--- src/sv/assert_macros.svh ---
// Assertion macros shared by the sliding window blocks.
// Expects clk and rst_n in the scope of each use.
`ifndef ASSERT_MACROS_SVH
`define ASSERT_MACROS_SVH

// Check that a property holds at every clock edge outside reset
`define SWMP_ASSERT(lbl, prop, msg) \
    lbl: assert property (@(posedge clk) disable iff (!rst_n) prop) \
        else $error(msg);

// Check that a condition never holds outside reset
`define SWMP_ASSERT_NEVER(lbl, cond, msg) \
    lbl: assert property (@(posedge clk) disable iff (!rst_n) !(cond)) \
        else $error(msg);

`endif

--- src/sv/swmp_pkg.sv ---
// Shared types and constants of the sliding window mean and percentile core.
// No dependencies; the cell, divider, core and result interface import it.
package swmp_pkg;

    // Configuration port
    localparam int CFG_INDEX_W = 2;
    localparam int CFG_DATA_W  = 16;
    localparam logic [CFG_INDEX_W-1:0] REG_COLUMN_COUNT = 2'd0;
    localparam logic [CFG_INDEX_W-1:0] REG_HALF_WIDTH   = 2'd1;
    localparam logic [CFG_INDEX_W-1:0] REG_PERCENTILE   = 2'd2;

    localparam int COLS_W = 7;
    localparam int HALF_W = 4;
    localparam int FRAC_W = 16;
    localparam logic [COLS_W-1:0] COLS_RESET = 7'd30;
    localparam logic [HALF_W-1:0] HALF_RESET = 4'd5;
    localparam logic [FRAC_W-1:0] FRAC_RESET = 16'd58982;

    // Result word fields
    localparam int ROW_IDX_W = 12;
    localparam int RESULT_W  = 24;
    localparam int COUNT_W   = 11;

    // Row counters (twice the largest half width plus one fits)
    localparam int ROWCNT_W = 6;

    // Rank selection groups
    localparam int GRP_W = 6;
    localparam int GRP   = 64;

    // Broadcast command to the sorted cell chain
    typedef struct packed {
        logic clear;
        logic ins;
        logic rem;
    } chain_op_t;

    typedef enum logic [3:0] {
        ST_IDLE,
        ST_REMOVE,
        ST_INSERT,
        ST_RANK,
        ST_SEL_GRP,
        ST_SEL_FIN,
        ST_MUL,
        ST_SUM,
        ST_DIV,
        ST_OUT
    } state_t;

endpackage

--- src/sv/swmp_cell.sv ---
// One cell of the sorted chain: holds one sample and an occupied flag.
// Depends on swmp_pkg and assert_macros.svh.
`include "assert_macros.svh"

module swmp_cell import swmp_pkg::*; #(
    parameter int SAMPLE_BITS = 16
) (
    input  logic                          clk,
    input  logic                          rst_n,
    input  chain_op_t                     op,
    input  logic signed [SAMPLE_BITS-1:0] key,
    input  logic signed [SAMPLE_BITS-1:0] left_val,
    input  logic                          left_occ,
    input  logic                          left_stay,
    input  logic signed [SAMPLE_BITS-1:0] right_val,
    input  logic                          right_occ,
    output logic signed [SAMPLE_BITS-1:0] val,
    output logic                          occ,
    output logic                          stay
);

    logic signed [SAMPLE_BITS-1:0] val_reg, val_next;
    logic                          occ_reg, occ_next;
    logic                          at_or_after;

    // Cells not above the key keep their place on insert
    assign stay        = occ_reg && (val_reg <= key);
    assign at_or_after = occ_reg && (val_reg >= key);

    // Clear empties the cell; insert shifts right of the key position, remove shifts left from it
    always_comb
    begin
        val_next = val_reg;
        occ_next = occ_reg;
        priority if (op.clear)
        begin
            occ_next = 1'b0;
        end
        else if (op.ins && !stay)
        begin
            if (left_stay)
            begin
                val_next = key;
                occ_next = 1'b1;
            end
            else
            begin
                val_next = left_val;
                occ_next = left_occ;
            end
        end
        else if (op.rem && at_or_after)
        begin
            val_next = right_val;
            occ_next = right_occ;
        end
        else
        begin
            val_next = val_reg;
            occ_next = occ_reg;
        end
    end

    always_ff @(posedge clk or negedge rst_n)
    begin
        if (!rst_n)
        begin
            occ_reg <= 1'b0;
        end
        else
        begin
            occ_reg <= occ_next;
        end
    end

    always_ff @(posedge clk)
    begin
        val_reg <= val_next;
    end

    assign val = val_reg;
    assign occ = occ_reg;

    `SWMP_ASSERT(a_cell_sorted, (occ_reg && right_occ) |-> (val_reg <= right_val), "chain out of order")
    `SWMP_ASSERT_NEVER(a_cell_packed, !occ_reg && right_occ, "hole in sorted chain")

endmodule

--- config.mk ---
export PLATFORM = sky130hd
export DESIGN_NAME = swmp_cell
export DESIGN_NICKNAME = d
export VERILOG_FILES = /design/src/sv/swmp_pkg.sv /design/src/sv/swmp_cell.sv
export VERILOG_INCLUDE_DIRS = /design/src /design/src/sv
export SDC_FILE = /design/constraint.sdc
export NUM_CORES = 1
export LEC_CHECK = 0
export BUFFER_PORTS_ARGS = -buffer_cell sky130_fd_sc_hd__buf_2
export CAP_MARGIN = 10
export CORE_MARGIN = 1
export CORE_UTILIZATION = 46
export DETAILED_ROUTE_END_ITERATION = 12
export PLACE_DENSITY = 0.79
export SKIP_CTS_REPAIR_TIMING = 1
export SLEW_MARGIN = 5
export SYNTH_ARGS = -nofsm -noshare
export SYNTH_HDL_FRONTEND = slang
export SYNTH_SLANG_ARGS = --single-unit
--- constraint.sdc ---
create_clock -name clk -period 3.3 [get_ports clk]
set_clock_uncertainty 0.1 [all_clocks]
set_input_delay 0.66 -clock clk [delete_from_list [all_inputs] [get_ports clk]]
set_output_delay 0.66 -clock clk [all_outputs]
set_load 0.02 [all_outputs]
==> summary.txt, run 1 <==
Number of failing setup endpoints in the final timing report: 0
Proportion of synthesized area in mux cells: 0.2795
Number of nets still failing antenna checks after routing: 0
Critical Path Slowest Stage Cell: nor4_4
CTS tree: built
Core Box Area: 3028 sq um
Drt total wl: 3.170 mm
Combinational Power Share: 0.354
Clock root buffer master: clkbuf_4
Tightest slew margin relative to the limit: 0.7255
# H-tree levels: 1
Commonest non-fill, non-tap cells in the layout: 73 x buf_2, 23 x mux2_2, 18 x inv_1
Largest cells by area after synthesis: edfxtp_1 33%, mux2_2 18%, ha_1 14%
Total half-perimeter wirelength after legalization and detailed placement: 2.583 mm
Classification of the worst setup path: in2out
RSZ-0062 raised after global routing: no
Maximum clock frequency: 0.3283 GHz
Combinational family with the most area after synthesis: multiplexers
Max-slew violation count: 0
Run status: complete, no violations
Required time at the worst-slack endpoint: 2.54 ns
Cell leakage power: 0.0009464 uW
Max Cap Viol: 0
Count of pins on the block boundary: 74
RePlAce Congestion: 0.7498
Power density over the cells: 311.2 nW/um^2
Family with the most delay on the worst path: simple AND/OR/NAND/NOR gates
Aggregate global routing overflow: 0
Ant. Diodes: 0
Slew at the pin closest to its max-slew limit: 0.4118 ns
Number of detailed-route iterations in the first pass: 4
Xor-xnor portion of the synthesized cell area: 0
Crit-path max cell delay: 0.35 ns
Total of warnings raised by yosys: 0
1st-iter DRT viols: 41
Crit path top cell by count: buf_2
Global router's overall resource usage: 0.2015
Yosys cell types: 28
Shortest period the worst path allows: 3.046 ns
Ordered list of cells on the worst path: buf_2 > inv_1 > ha_1 > nand4_1 > nor4_4 > a211oi_1 > a41oi_2 > a21oi_2 > buf_2
Syn avg cell area: 11.90 sq um
Initial cell density of the core: 0.4835
Netlist area before placement: 1464 sq um
Post-synth top area share: 0.3282
Cells after synthesis: 123
Share of power burned in registers: 0.450
Die extent in y: 58.41 um
Most common cell after layout, fill and taps aside: buf_2
Net switching power: 176.9 uW
Category of the worst setup path launch point: primary input
Number of nets produced by synthesis: 195
Compound-Gate Fraction of Synth Area: 0.09145
Data arrival time of the critical path: 2.29 ns
Dominant cell type by area after synthesis: edfxtp_1
Count of standard-cell rows: 20
DRC violations left: 0
Number of sinks on the clock net: 17
Flip-flop count of the largest register after layout: 16
Die area: 3412 sq um
Worst skew pair latency: 0.29 ns
Tightest Hold Check Type: in2async
Proportion of synthesized chip area in sequential cells: 0.3453
Buf/Inv on CP: 3
Total Negative Setup Slacks: 0 ns
Category of the worst setup path capture point: output port
Wire length of the first global-routing pass: 5.250 mm
Port bufs: 73
Vias per cell: 4.967
Share of cells above drive strength 1: 0.5888
Total clock buffers created by CTS: 3
Width of the die: 58.41 um
Clock slew seen by the registers of the worst setup and hold paths: 0.11 ns
Via count: 1,197
Final #Nets: 270
Cells on worst reg2reg path: 9
Number of antenna violations at the first check in global routing: 0
Largest voltage drop on the vdd net: 0.1911 mV
R2r endpoint: val[10]$_DFFE_PP_
Final std cell area, no fill: 1894 sq um
Sw frac: 0.3001
Critical-path maximum fanout: 3
Clock power frac: 0.196
Vias in the first global route: 1,251
Adder and majority gate portion of the synthesized area: 0.1368
Total placed instance area: 1868 sq um
Start of the worst register-to-register path: val[15]$_DFFE_PP_
Setup slack of the worst register-to-register path: 0.53 ns
Routed WL per cell: 13.15 um
Largest net degree at the start of global routing: 19
Hold Vio Cnt, Final: 0
Max clock buf depth: 2
Cell Int Power: 412.6 uW
Final Cycle Share: 0.9230
Area Growth Syn to Fin: 29.40%
Register bit total from synthesis: 17
Area fraction in and, or, nand and nor cells after synthesis: 0.07436
power by group through the flow:
stage | sequential [uW] | combinational, uW | clock [uW]
floorplan | 289 | 121 | 0
global placement | 270 | 201 | 0
detailed placement | 271 | 209 | 0
CTS | 266 | 211 | 118
global route | 267 | 231 | 124
finish | 265 | 208 | 116
layer usage:
metal,vias to the layer above,wire [um],global-route usage
met5,-,0,0
met4,0,58,0.08503
met3,6,162,0.02857
met2,49,1540,0.3415
met1,538,1409,0.2577
li1,604,-,-
cells by family (layout without fill, tap and decap cells):
logic type / Yosys count / in the layout
fa+ha+maj: 16 / 16
buf+inv: 22 / 96
flops: 17 / 17
simple gates: 16 / 16
mux: 33 / 33
compound gates: 19 / 19
Yosys cell counts (all sizes together):
library cell and n:
a211oi 2, a21boi 1, a21o 2, a21oi 7, a221oi 1, a31oi 1, a41oi 1, and2b 1
buf 2, clkbuf 2, dfrtp 1, edfxtp 16, ha 16, inv 18, mux2 33, nand2 2
nand2b 1, nand3 3, nand4 4, nor2 3, nor2b 1, nor4 1, o21a 1, o21ai 2
o221ai 1
worst max-delay path by stage:
stage / from / to / depth (start not counted)
floorplan: key[15] / val[0]$_DFFE_PP_ / 9
global placement: key[15] / val[7]$_DFFE_PP_ / 11
detailed placement: key[6] / val[10]$_DFFE_PP_ / 11
CTS: key[6] / stay / 9
global route: key[6] / stay / 9
finish: key[6] / stay / 9
final cells by class:
class / count / area, sq um
clock buffer: 4 / 26.28
fill: 252 / 1134
inverter: 18 / 67.56
multi-input combinational: 84 / 854.6
sequential: 17 / 505.5
tap: 44 / 55.05
timing repair buffer: 74 / 385.4
through the flow:
stage | setup slack [ns] | hold slack, ns | total power, uW | cells | util
floorplan | 0.2245 | 0.2644 | 410.3 | 123 | -
global placement | 0.2177 | 0.3355 | 471.7 | 237 | 0.6169
detailed placement | 0.1440 | 0.3395 | 480.1 | 237 | 0.6169
CTS | 0.2161 | 0.01376 | 594.6 | 241 | 0.6256
global route | 0.1044 | 0.01126 | 622.5 | 241 | 0.6256
finish | 0.2542 | 0.01733 | 589.5 | 241 | 0.6256
(Power assumes the default switching activity.)
==> inputs of run 2 (changes only) <==
--- a/config.mk
+++ b/config.mk
@@ -6,12 +6,12 @@
 export SDC_FILE = /design/constraint.sdc
 export NUM_CORES = 1
 export LEC_CHECK = 0
-export BUFFER_PORTS_ARGS = -buffer_cell sky130_fd_sc_hd__buf_2
 export CAP_MARGIN = 10
 export CORE_MARGIN = 1
-export CORE_UTILIZATION = 46
+export CORE_UTILIZATION = 55
 export DETAILED_ROUTE_END_ITERATION = 12
-export PLACE_DENSITY = 0.79
+export DONT_BUFFER_PORTS = 1
+export PLACE_DENSITY = 0.68
 export SKIP_CTS_REPAIR_TIMING = 1
 export SLEW_MARGIN = 5
 export SYNTH_ARGS = -nofsm -noshare
==> summary.txt, run 2 (synthesis results as in run 1) <==
Pwr Total: 540.2 uW
Total clock buffers created by CTS: 3
Category of the worst setup path launch point: flip-flop
Count of pins on the block boundary: 74
Power density over the cells: 356.2 nW/um^2
Cell leakage power: 0.0006628 uW
# H-tree levels: 1
Final Cycle Share: 0.9643
Tightest slew margin relative to the limit: 0.8026
Utilization after layout: 0.6066
1st-iter DRT viols: 5
Width of the die: 53.59 um
Largest voltage drop on the vdd net: 0.2358 mV
Required time at the worst-slack endpoint: 2.54 ns
Share of cells above drive strength 1: 0.3492
Core Box Area: 2500 sq um
Aggregate global routing overflow: 0
DRC violations left: 0
Setup slack of the worst register-to-register path: 0.31 ns
Classification of the worst setup path: reg2out
Data arrival time of the critical path: 2.42 ns
Commonest non-fill, non-tap cells in the layout: 23 x mux2_2, 18 x inv_1, 16 x ha_1, 16 x edfxtp_1, 10 x mux2_4
Number of sinks on the clock net: 17
Total Negative Setup Slacks: 0 ns
Critical-path maximum fanout: 3
Max Cap Viol: 0
Clock slew seen by the registers of the worst setup and hold paths: 0.10 ns
Slew at the pin closest to its max-slew limit: 0.2960 ns
Most common cell after layout, fill and taps aside: mux2_2
Vias per cell: 6.192
Worst-case setup slack after placement: 0.2171 ns
Via count: 966
Worst path setup slack after routing: 0.1178 ns
Port bufs: 0
R2r endpoint: val[10]$_DFFE_PP_
Flip-flop count of the largest register after layout: 16
Maximum clock frequency: 0.3143 GHz
Global router's overall resource usage: 0.1940
Number of nets still failing antenna checks after routing: 0
Hold path depth: 1
Wire length of the first global-routing pass: 3.891 mm
RePlAce Congestion: 0.7716
Clock root buffer master: clkbuf_4
Number of detailed-route iterations in the first pass: 3
Number of antenna violations at the first check in global routing: 0
Die area: 2872 sq um
Hold EP: occ$_DFFE_PN0P_
Area Growth Syn to Fin: 3.589%
RSZ-0062 raised after global routing: no
Max clock buf depth: 2
CTS tree: built
Count of standard-cell rows: 18
Drt total wl: 2.708 mm
Hold Vio Cnt, Final: 0
Cells on worst reg2reg path: 9
Ant. Diodes: 0
Vias in the first global route: 937
Tightest Hold Check Type: in2reg
Category of the worst setup path capture point: output port
Start of the worst register-to-register path: val[15]$_DFFE_PP_
Initial cell density of the core: 0.5856
Routed WL per cell: 17.36 um
Max-slew violation count: 0
Worst min-delay path startpoint: op[2]
Largest net degree at the start of global routing: 19
Die extent in y: 53.59 um
Total half-perimeter wirelength after legalization and detailed placement: 2.153 mm
Final #Nets: 199
Worst skew pair latency: 0.30 ns
Number of failing setup endpoints in the final timing report: 0
Shortest period the worst path allows: 3.182 ns
Run status: complete, no violations
[run 2: cell types whose count changed in the layout (fill, tap and decap cells not counted)]
cell           delta
buf_4             +2
dlygate4sd3_1     +1
buf_2            -73
buf_12            -1
[run 2: cell type report]
| class | instances | area (sq um) |
|---|---|---|
| Clock buffer | 4 | 26.28 |
| Fill cell | 220 | 983.4 |
| Inverter | 18 | 67.56 |
| Multi-Input combinational cell | 84 | 854.6 |
| Sequential cell | 17 | 505.5 |
| Tap cell | 30 | 37.54 |
| Timing Repair Buffer | 3 | 25.02 |
[run 2: report_power, final]
group / switching, uW / total [uW] / internal [uW]
Clock: 71.1 / 118 / 47.1
Combinational: 58.9 / 135 / 75.8
Sequential: 28.9 / 287 / 258
Total: 159 / 540 / 381
[run 2: worst max-delay path: stages (launching register included)]
cell,delay (ns)
edfxtp_1,0.53
ha_1,0.38
nand4_1,0.19
nor4_4,0.36
a211oi_1,0.14
a41oi_2,0.26
a21oi_2,0.10
buf_4,0.16
[run 2: per-layer routing]
layer	GRT usage	part of all wire	wire length (um)
met4	0.07895	0.011	31
met3	0.05650	0.098	265
met5	0	0	0
met2	0.3333	0.47	1260
met1	0.2246	0.42	1150
[run 2: worst max path at each step]
| stage | from | slack [ns] | endpoint |
|---|---|---|---|
| after global routing | val[15]$_DFFE_PP_ | 0.008 | stay |
| after detailed placement | key[6] | 0.22 | val[9]$_DFFE_PP_ |
| after global placement | key[6] | 0.24 | val[7]$_DFFE_PP_ |
| final | val[15]$_DFFE_PP_ | 0.12 | stay |
| after CTS | val[15]$_DFFE_PP_ | 0.12 | stay |
| after floorplan | key[15] | 0.22 | val[0]$_DFFE_PP_ |
[run 2: through the flow]
step | hold WS (ns) | area (sq um) | std cells
floorplan | 0.2644 | 1466 | 123
CTS | -0.06334 | 1506 | 155
global placement | 0.2644 | 1480 | 151
global route | 0.3173 | 1516 | 156
detailed placement | 0.2644 | 1480 | 151
finish | 0.3195 | 1516 | 156
