`src/sv/assert_macros.svh`:
```
// Assertion macros shared by the sliding window blocks.
// Expects clk and rst_n in the scope of each use.
`ifndef ASSERT_MACROS_SVH
`define ASSERT_MACROS_SVH

// Check that a property holds at every clock edge outside reset
`define SWMP_ASSERT(lbl, prop, msg) \
    lbl: assert property (@(posedge clk) disable iff (!rst_n) prop) \
        else $error(msg);

// Check that a condition never holds outside reset
`define SWMP_ASSERT_NEVER(lbl, cond, msg) \
    lbl: assert property (@(posedge clk) disable iff (!rst_n) !(cond)) \
        else $error(msg);

`endif

```
`src/sv/swmp_pkg.sv`:
```
// Shared types and constants of the sliding window mean and percentile core.
// No dependencies; the cell, divider, core and result interface import it.
package swmp_pkg;

    // Configuration port
    localparam int CFG_INDEX_W = 2;
    localparam int CFG_DATA_W  = 16;
    localparam logic [CFG_INDEX_W-1:0] REG_COLUMN_COUNT = 2'd0;
    localparam logic [CFG_INDEX_W-1:0] REG_HALF_WIDTH   = 2'd1;
    localparam logic [CFG_INDEX_W-1:0] REG_PERCENTILE   = 2'd2;

    localparam int COLS_W = 7;
    localparam int HALF_W = 4;
    localparam int FRAC_W = 16;
    localparam logic [COLS_W-1:0] COLS_RESET = 7'd30;
    localparam logic [HALF_W-1:0] HALF_RESET = 4'd5;
    localparam logic [FRAC_W-1:0] FRAC_RESET = 16'd58982;

    // Result word fields
    localparam int ROW_IDX_W = 12;
    localparam int RESULT_W  = 24;
    localparam int COUNT_W   = 11;

    // Row counters (twice the largest half width plus one fits)
    localparam int ROWCNT_W = 6;

    // Rank selection groups
    localparam int GRP_W = 6;
    localparam int GRP   = 64;

    // Broadcast command to the sorted cell chain
    typedef struct packed {
        logic clear;
        logic ins;
        logic rem;
    } chain_op_t;

    typedef enum logic [3:0] {
        ST_IDLE,
        ST_REMOVE,
        ST_INSERT,
        ST_RANK,
        ST_SEL_GRP,
        ST_SEL_FIN,
        ST_MUL,
        ST_SUM,
        ST_DIV,
        ST_OUT
    } state_t;

endpackage

```
`src/sv/swmp_div.sv`:
```
// Restoring unsigned divider, one quotient bit per cycle.
// Depends on swmp_pkg and assert_macros.svh.
`include "assert_macros.svh"

module swmp_div import swmp_pkg::*; #(
    parameter int NUM_W = 36,
    parameter int DEN_W = 11
) (
    input  logic             clk,
    input  logic             rst_n,
    input  logic             start,
    input  logic [NUM_W-1:0] num,
    input  logic [DEN_W-1:0] den,
    output logic             busy,
    output logic [NUM_W-1:0] quot
);

    localparam int CW = $clog2(NUM_W + 1);

    logic [NUM_W-1:0] q_reg;
    logic [DEN_W-1:0] rem_reg;
    logic [DEN_W-1:0] den_reg;
    logic [CW-1:0]    cnt_reg;
    logic             busy_reg;
    logic [DEN_W:0]   trial;
    logic             fits;
    logic [DEN_W:0]   diff;

    // Trial subtraction of the shifted remainder
    assign trial = {rem_reg, q_reg[NUM_W-1]};
    assign fits  = trial >= {1'b0, den_reg};
    assign diff  = trial - {1'b0, den_reg};

    always_ff @(posedge clk or negedge rst_n)
    begin
        if (!rst_n)
        begin
            busy_reg <= 1'b0;
            cnt_reg  <= '0;
        end
        else if (start)
        begin
            busy_reg <= 1'b1;
            cnt_reg  <= CW'(NUM_W);
        end
        else if (busy_reg)
        begin
            cnt_reg <= cnt_reg - CW'(1);
            if (cnt_reg == CW'(1))
            begin
                busy_reg <= 1'b0;
            end
        end
    end

    // Shift in one quotient bit per cycle
    always_ff @(posedge clk)
    begin
        if (start)
        begin
            q_reg   <= num;
            rem_reg <= '0;
            den_reg <= den;
        end
        else if (busy_reg)
        begin
            q_reg   <= {q_reg[NUM_W-2:0], fits};
            rem_reg <= fits ? diff[DEN_W-1:0] : trial[DEN_W-1:0];
        end
    end

    assign busy = busy_reg;
    assign quot = q_reg;

    `SWMP_ASSERT_NEVER(a_div_restart, start && busy_reg, "divider started while busy")

endmodule

```
`config.mk`:
```
export PLATFORM = sky130hd
export DESIGN_NAME = swmp_div
export DESIGN_NICKNAME = d
export VERILOG_FILES = /design/src/sv/swmp_pkg.sv /design/src/sv/swmp_div.sv
export VERILOG_INCLUDE_DIRS = /design/src /design/src/sv
export SDC_FILE = /design/constraint.sdc
export NUM_CORES = 1
export LEC_CHECK = 0
export BUFFER_PORTS_ARGS = -buffer_cell sky130_fd_sc_hd__buf_2
export CELL_PAD_IN_SITES_DETAIL_PLACEMENT = 0
export CELL_PAD_IN_SITES_GLOBAL_PLACEMENT = 1
export CORE_ASPECT_RATIO = 0.7
export CORE_MARGIN = 3
export CORE_UTILIZATION = 35
export DETAILED_ROUTE_END_ITERATION = 12
export PLACE_DENSITY_LB_ADDON = 0.25
export SYNTH_ARGS = -nofsm -noshare
export SYNTH_HDL_FRONTEND = slang
export SYNTH_SLANG_ARGS = --single-unit
```
`constraint.sdc`:
```
create_clock -name clk -period 3.1 [get_ports clk]
set_input_delay 0.155 -clock clk [delete_from_list [all_inputs] [get_ports clk]]
set_output_delay 0.155 -clock clk [all_outputs]
set_load 0.01 [all_outputs]
```
==> results of run 1 <==
-- cell usage in the layout (no fill, tap or decap), types with 4 or more instances in the layout --
| cell type | Yosys | layout |
|---|---|---|
| dfxtp_1 | 11 | 11 |
| dfrtp_1 | 7 | 7 |
| mux2_2 | 36 | 36 |
| edfxtp_1 | 47 | 47 |
| nand2b_1 | 7 | 7 |
| ha_1 | 13 | 13 |
| o21ai_0 | 8 | 8 |
| dlygate4sd3_1 | 0 | 12 |
| a211oi_1 | 8 | 8 |
| xnor2_1 | 8 | 8 |
| buf_2 | 0 | 86 |
| clkbuf_16 | 0 | 9 |
| o211ai_1 | 4 | 4 |
| mux2i_1 | 6 | 6 |
| nand2_1 | 9 | 9 |
| a21oi_1 | 5 | 5 |
| inv_1 | 15 | 15 |
| nor2_1 | 21 | 21 |
-- final timing paths --
kind                       startpoint          to  slack, ns  depth (start not counted)
max reg2reg                  quot[35]  rem_reg[0]       0.48                          9
min                           num[25]    quot[25]       0.13                          2
min in group asynchronous       rst_n  cnt_reg[0]       0.19                          2
min reg2reg                rem_reg[4]  rem_reg[4]       0.51                          2
max in group asynchronous       rst_n        busy       2.75                          2
max                          quot[35]  rem_reg[0]       0.48                          9
-- metal layers --
| metal | share of wire | global-route usage | vias to the layer above |
|---|---|---|---|
| li1 | - | - | 1153 |
| met1 | 0.52 | 0.196 | 1065 |
| met2 | 0.42 | 0.176 | 58 |
| met3 | 0.053 | 0.0565 | 7 |
| met4 | 0.0095 | 0.0366 | 0 |
| met5 | 0 | 0 | - |
-- cells by family (layout without fill, tap and decap cells) --
| logic type | count (synthesis) | after routing |
|---|---|---|
| buf+inv | 26 | 132 |
| compound gates | 40 | 40 |
| fa+ha+maj | 14 | 14 |
| xor+xnor | 10 | 10 |
| flops | 65 | 65 |
| mux | 43 | 43 |
| simple gates | 59 | 59 |
-- power by group through the flow --
stage,combinational [mW],clock [mW],sequential (mW)
6_report,0.975,0.885,1.18
5_1_grt,1.09,0.964,1.20
4_1_cts,0.983,0.914,1.18
3_5_place_dp,0.965,0,1.20
3_3_place_gp,0.970,0,1.19
2_1_floorplan,0.742,0,1.21
-- area by class of cell --
class                           instances  share of cell area
Tap cell                              124              0.0365
Timing Repair Buffer                  101               0.138
Clock buffer                           12              0.0556
Inverter                               15              0.0132
Multi-Input combinational cell        166               0.326
Sequential cell                        65               0.425
Clock inverter                          4             0.00530
-- per-stage QoR --
stage / setup slack (ns) / cell area [µm²]
detailed placement: 0.490 / 3870
global route: 0.297 / 4250
floorplan: 0.845 / 3310
finish: 0.482 / 4250
CTS: 0.445 / 4240
global placement: 0.549 / 3870
==> results.md, run 1 <==
* Status: finished, final reports clean
* Worst Path Buf+Inv at 1
* Largest net degree at the start of global routing at 50
* FFs w/ async S/R, synth at 0.108
* Diodes inserted at 0
* DR iter-0 viols at 92
* Net switching power at 0.944 mW
* Root Buffer Master: clkbuf_16
* Clk network pwr share at 0.291
* Slew margin rel. at 0.411
* Post-CTS sizing at 0
* Least-Margin Pin Slew at 0.883 ns
* Share of the synthesized area in the top cell type at 0.426
* Starting Density at 0.362
* Post-synth EDFFs at 47
* Area leader, netlist: edfxtp_1
* Most common cell in the netlist: edfxtp_1
* WP data arrival at 2.87 ns
* First-pass GRT wire length at 11000 µm
* Total power at 3.04 mW
* Remaining Overflow, GRT at 0
* PortBufs at 86
* Post-route minimum period at 2.62 ns
* GP Congestion at 0.754
* Via density at 4.69
* DIE AREA at 0.0107 mm²
* Cts hold-fix bufs at 11
* Die extent in x at 122 µm
* Clk_lat worst skew at 0.32 ns
* Gate power share at 0.320
* Synth Net Count at 321
* Clock-pin transition on the worst setup and hold timing paths at 0.05 ns
* Final Max Slew Viols at 0
* CP max stage cell: o21ai_4
* P_leak at 1.79 nW
* Nets at 422
* Synth top cells by count: edfxtp_1 (47), mux2_2 (36), nor2_1 (21)
* Distinct cells, synth at 48
* I/O Pins at 87
* Post-placement cell count at 459
* Max FFs per register at 36
* CP endpoint kind: flip-flop
* PD cells at 716 mW/mm²
* CP Cell Sequence: inv_1, ha_1, fa_1, nor2b_1, o31a_1, o21ai_2, o21ai_4, mux2_4, a211oi_2
* Fill count at 876
* Largest family of logic cells by synthesized area: multiplexers
* CTS tree: done
* Post-route insts no fill at 487
* Critical-path maximum fanout at 14
* Layout cells sized above 1 at 0.405
* Simple-Gate Fraction of Synth Area at 0.100
* Final setup violating endpoints at 0
* Worst VDD drop at 0.318 mV
* Seq cells post-synth at 65
* Max Cap Viol at 0
* Initial antenna violation count at 0
* Syn Inst Count at 257
* Ys flop type: edfxtp_1
* Clock sinks at 65
* Hpwl dp at 4800 µm
* Pre-antenna DRT Iters at 4
* DR vias at 2283
* Delay of the slowest cell on the worst path at 0.45 ns
* Switching Fraction at 0.310
* Avg Cell Area, Syn at 12.9 µm²
* Die H at 87.4 µm
* Total Routing Usage GR at 0.133
* H-Tree Depth at 3
* Area of the multi-input gates at 0.00139 mm²
* Remaining DRCs at 0
* Core Area at 0.00914 mm²
* Skew final at 0.00410 ns
* Seq/Total Area, Yosys at 0.546
* Total CTS buffers at 9
* Area grow syn2layout at 28.4%
* Compound-Gate Fraction of Synth Area at 0.0922
* Worst Hold Class: primary input to flip-flop
* Setup bufs post-CTS at 0
* Highest Clock Rate at 382 MHz
* Util after Layout at 0.465
* WS Path Type: flip-flop to flip-flop
* Seq pwr share at 0.389
* RSZ-0062 raised after global routing: no
* XOR/XNOR Fraction of Synth Area at 0.0265
* Crit path launch type: flip-flop
* Sequential cell area at 0.00181 mm²
* Endpoints failing hold at 0
* Setup TNS Final at 0 ns
* Multiplexer area fraction after synthesis at 0.145
* Routed Antenna Nets at 0
* Row count at 29
* WP data required at 3.35 ns
* Synth area leaders: edfxtp_1 (43%), mux2_2 (12%), dfxtp_1 (6.7%), dfrtp_1 (5.3%), ha_1 (4.9%)
* Ys Warns at 0
* Final critical-path share of the clock period at 0.845
* Synth Cell Area at 0.00331 mm²
* Final hold slack at 0.134 ns
* Pint at 2.10 mW
* Clock buffer depth at 2
* Total Wirelength at 6830 µm
* CP delay by family, top: compound AO/OA/AOI/OAI gates
* Vias in the first global route at 2176
* WL/cell at 14.0 µm
* Adder-cell share of the synthesized area at 0.0552
(Power assumes the default switching activity.)
==> run 2: changes to the inputs <==
--- a/config.mk
+++ b/config.mk
@@ -6,6 +6,7 @@
 export SDC_FILE = /design/constraint.sdc
 export NUM_CORES = 1
 export LEC_CHECK = 0
+export ABC_AREA = 1
 export BUFFER_PORTS_ARGS = -buffer_cell sky130_fd_sc_hd__buf_2
 export CELL_PAD_IN_SITES_DETAIL_PLACEMENT = 0
 export CELL_PAD_IN_SITES_GLOBAL_PLACEMENT = 1
==> constraint.sdc (replaced) <==
create_clock -name clk -period 2.5 [get_ports clk]
set_input_delay 0.125 -clock clk [delete_from_list [all_inputs] [get_ports clk]]
set_output_delay 0.125 -clock clk [all_outputs]
set_load 0.01 [all_outputs]
==> run 2 against run 1 <==
  * Fmax up 20%
  * Final cell count grew 33%
  * Clock-buffer cell count fell by 2
  * Critical path depth is 1 higher
  * Sequential share of layout area shrank 2.0 points
  * Synthesized cell count is 63% higher
  * Non-clock buffer count increased by 2
  * Cell area grew 5.1%
  * Sequential power up 24%
  * Critical endpoint is now quot[0]
==> results.md, run 2 <==
* Remaining DRCs at 0 (unchanged)
* Avg Cell Area, Syn at 8.42 µm² (-35%)
* WP depth at 10 (+1)
* Diodes inserted at 0 (unchanged)
* Reg-to-Reg Start: quot[35]
* CTS tree: done
* Crit path to: quot[0]
* PD cells at 924 mW/mm² (+29%)
* Hpwl dp at 6490 µm (+35%)
* Clk_lat worst skew at 0.32 ns (about the same)
* Setup bufs post-CTS at 0 (unchanged)
* Syn Inst Count at 419 (+63%)
* CP max stage cell: edfxtp_1
* Util after Layout at 0.473 (+0.00851)
* R2R Path End: quot[0]
* Synth Net Count at 483 (+50%)
* Commonest non-fill, non-tap cell in the layout: nand2_1
* Status: finished, final reports clean
* Synth top cells by count: nand2_1 (175), inv_1 (52), edfxtp_1 (47)
* First-pass GRT wire length at 14300 µm (+30%)
* Endpoints failing hold at 0 (unchanged)
* Pre-CTS WS at 0.302 ns (-0.188 ns)
* WL/cell at 13.5 µm (-3.5%)
* Reg2reg path depth at 10 (+1)
* Highest Clock Rate at 457 MHz (+20%)
* WP data arrival at 2.27 ns (-0.60 ns)
* Total Wirelength at 8770 µm (+28%)
* Die extent in x at 126 µm (+3.1%)
* Worst setup path start: quot[35]
* Seq cells post-synth at 65 (unchanged)
* Slew margin rel. at 0.445 (+0.0334)
* Final worst slack at 0.312 ns (-0.170 ns)
* Synth Cell Area at 0.00353 mm² (+6.6%)
* Delay of the slowest cell on the worst path at 0.37 ns (-0.08 ns)
* Initial antenna violation count at 0 (unchanged)
* Ys flop type: edfxtp_1
* Skew final at 0.00320 ns (-0.000908 ns)
* Synth area leaders: edfxtp_1 (40%), nand2_1 (19%), dfxtp_1 (6.2%), inv_1 (5.5%), dfrtp_1 (5.0%)
* Compound-Gate Fraction of Synth Area at 0.0220 (-0.0702)
* R2R Setup Slk at 0.31 ns (-0.17 ns)
* Nets at 583 (+38%)
* Routed Antenna Nets at 0 (unchanged)
* Least-Margin Pin Slew at 0.830 ns (-0.0532 ns)
* Largest family of logic cells by synthesized area: simple AND/OR/NAND/NOR gates
* Largest net degree at the start of global routing at 48 (-4.0%)
* Area grow syn2layout at 26.6%
* Die H at 90.0 µm (+3.0%)
* CP delay by family, top: simple AND/OR/NAND/NOR gates
* Final setup violating endpoints at 0 (unchanged)
* Vias in the first global route at 2791 (+28%)
* Max Cap Viol at 0 (unchanged)
* GP Congestion at 0.826 (+9.5%)
* DIE AREA at 0.0113 mm² (+6.2%)
* P_leak at 2.29 nW (+28%)
* Share of the synthesized area in the top cell type at 0.400 (-0.0263)
* I/O Pins at 87 (unchanged)
* WP data required at 2.58 ns (-0.77 ns)
* Crit path launch type: flip-flop
* Total CTS buffers at 9 (unchanged)
* Fill count at 945 (+7.9%)
* Setup TNS Final at 0 ns (unchanged)
* RSZ-0062 raised after global routing: no
* Area leader, netlist: edfxtp_1
* Max FFs per register at 36 (unchanged)
* Post-route minimum period at 2.19 ns (-0.430 ns)
* Critical-path maximum fanout at 12 (-2)
* Worst Path Buf+Inv at 2 (+1)
* Worst VDD drop at 0.367 mV (+15%)
* XOR/XNOR Fraction of Synth Area at 0.00745 (-0.0190)
* Adder-cell share of the synthesized area at 0.0518 (-0.00340)
* Final Max Slew Viols at 0 (unchanged)
* Row count at 29 (unchanged)
* Clock buffer depth at 2 (unchanged)
* Total power at 4.13 mW (+36%)
* Placed instance area at 0.00406 mm² (+4.8%)
* Layout cells sized above 1 at 0.250 (-0.155)
* Pre-antenna DRT Iters at 4 (unchanged)
* Final critical-path share of the clock period at 0.875 (+0.0307)
* Starting Density at 0.374 (+0.0119)
* Multiplexer area fraction after synthesis at 0 (-0.145)
* Post-synth EDFFs at 47 (unchanged)
* Remaining Overflow, GRT at 0 (unchanged)
* Ys Warns at 0 (unchanged)
* PortBufs at 86 (unchanged)
* FFs w/ async S/R, synth at 0.108 (unchanged)
* Root Buffer Master: clkbuf_16
* Seq/Total Area, Yosys at 0.512 (-0.0337)
* Via density at 4.62 (-1.4%)
* CP endpoint kind: flip-flop
* Distinct cells, synth at 32 (-33%)
* Total Routing Usage GR at 0.157 (+0.0235)
* Clock-pin transition on the worst setup and hold timing paths at 0.05 ns (about the same)
* WS Path Type: flip-flop to flip-flop
* Simple-Gate Fraction of Synth Area at 0.322 (+0.221)
* H-Tree Depth at 3 (unchanged)
* DR iter-0 viols at 197 (+110%)
* Clock sinks at 65 (unchanged)
* Core Area at 0.00943 mm² (+3.2%)
* Most common cell in the netlist: nand2_1
* Worst Hold Class: primary input to flip-flop
* CP Cell Sequence: inv_1, ha_1, fa_1, inv_1, nand3_1, nand3_1, nand2_2, nand4_4, nand2_1, nand2_1
* Commonest cells after routing, fill and taps aside: nand2_1 (175), buf_2 (86), inv_1 (52)
* Cell area after layout at 0.00447 mm² (+5.1%)
* DR vias at 2995 (+31%)
## run 2: cell count changes after synthesis, moves of 5 or more
cell      before  now
xnor2_1        8    2
nand3_2        1    6
nor2_1        21   14
nand2_2        0   12
mux2_2        36    0
a211oi_1       8    0
nand3_1        1   24
inv_1         15   52
nand4_1        1   16
nand2_1        9  175
nand2b_1       7    0
mux2i_1        6    0
## run 2: power breakdown
group	switching (mW)	internal [mW]
logic	0.904	0.554
registers	0.114	1.34
clock network	0.450	0.764
total	1.47	2.66
## run 2: worst register-to-register path: cells and delay by family (launching register included)
family,cells,cell delay (ns)
flops,1,0.37
fa+ha+maj,2,0.42
simple gates,6,0.99
buf+inv,2,0.16
## run 2: what timing repair did
item,in CTS,in global routing
endpoints found under the hold margin,18,0
hold buffers,12,0
resized for setup,0,0
## run 2: final cells by class
cell class,instances,area [µm²],area share
Inverter,55,206,0.0462
Timing Repair Buffer,103,588,0.132
Clock buffer,10,229,0.0513
Sequential cell,65,1810,0.405
Multi-Input combinational cell,285,1420,0.318
Tap cell,124,155,0.0347
Clock inverter,6,58.8,0.0132
## run 2: through the flow
step                      std cells  hold slack, ns
after CTS                       648          0.0578
after detailed placement        620         -0.0297
final                           648          0.0693
after global routing            648          0.0604
after global placement          620         -0.0345
after floorplan                 419          -0.171
## run 2: worst min path at each step
stage | from | end | slack, ns | cells past startpoint
floorplan | rst_n | busy | -0.17 | 0
global placement | rst_n | cnt_reg[5] | -0.03 | 1
CTS | num[29] | quot[29] | 0.06 | 3
global route | num[29] | quot[29] | 0.06 | 3
finish | num[29] | quot[29] | 0.07 | 3
detailed placement | rst_n | cnt_reg[5] | -0.03 | 1
## run 2: per-layer routing
metal / GRT usage / wire, µm / vias up
met5: 0 / 0 / -
met4: 0.0402 / 68 / 0
met3: 0.0391 / 469 / 5
met2: 0.238 / 3900 / 85
met1: 0.223 / 4340 / 1357
li1: - / - / 1548
## run 2: cells by family after synthesis
group | after synthesis
buf+inv | 69
fa+ha+maj | 14
xor+xnor | 3
flops | 65
compound gates | 13
simple gates | 255
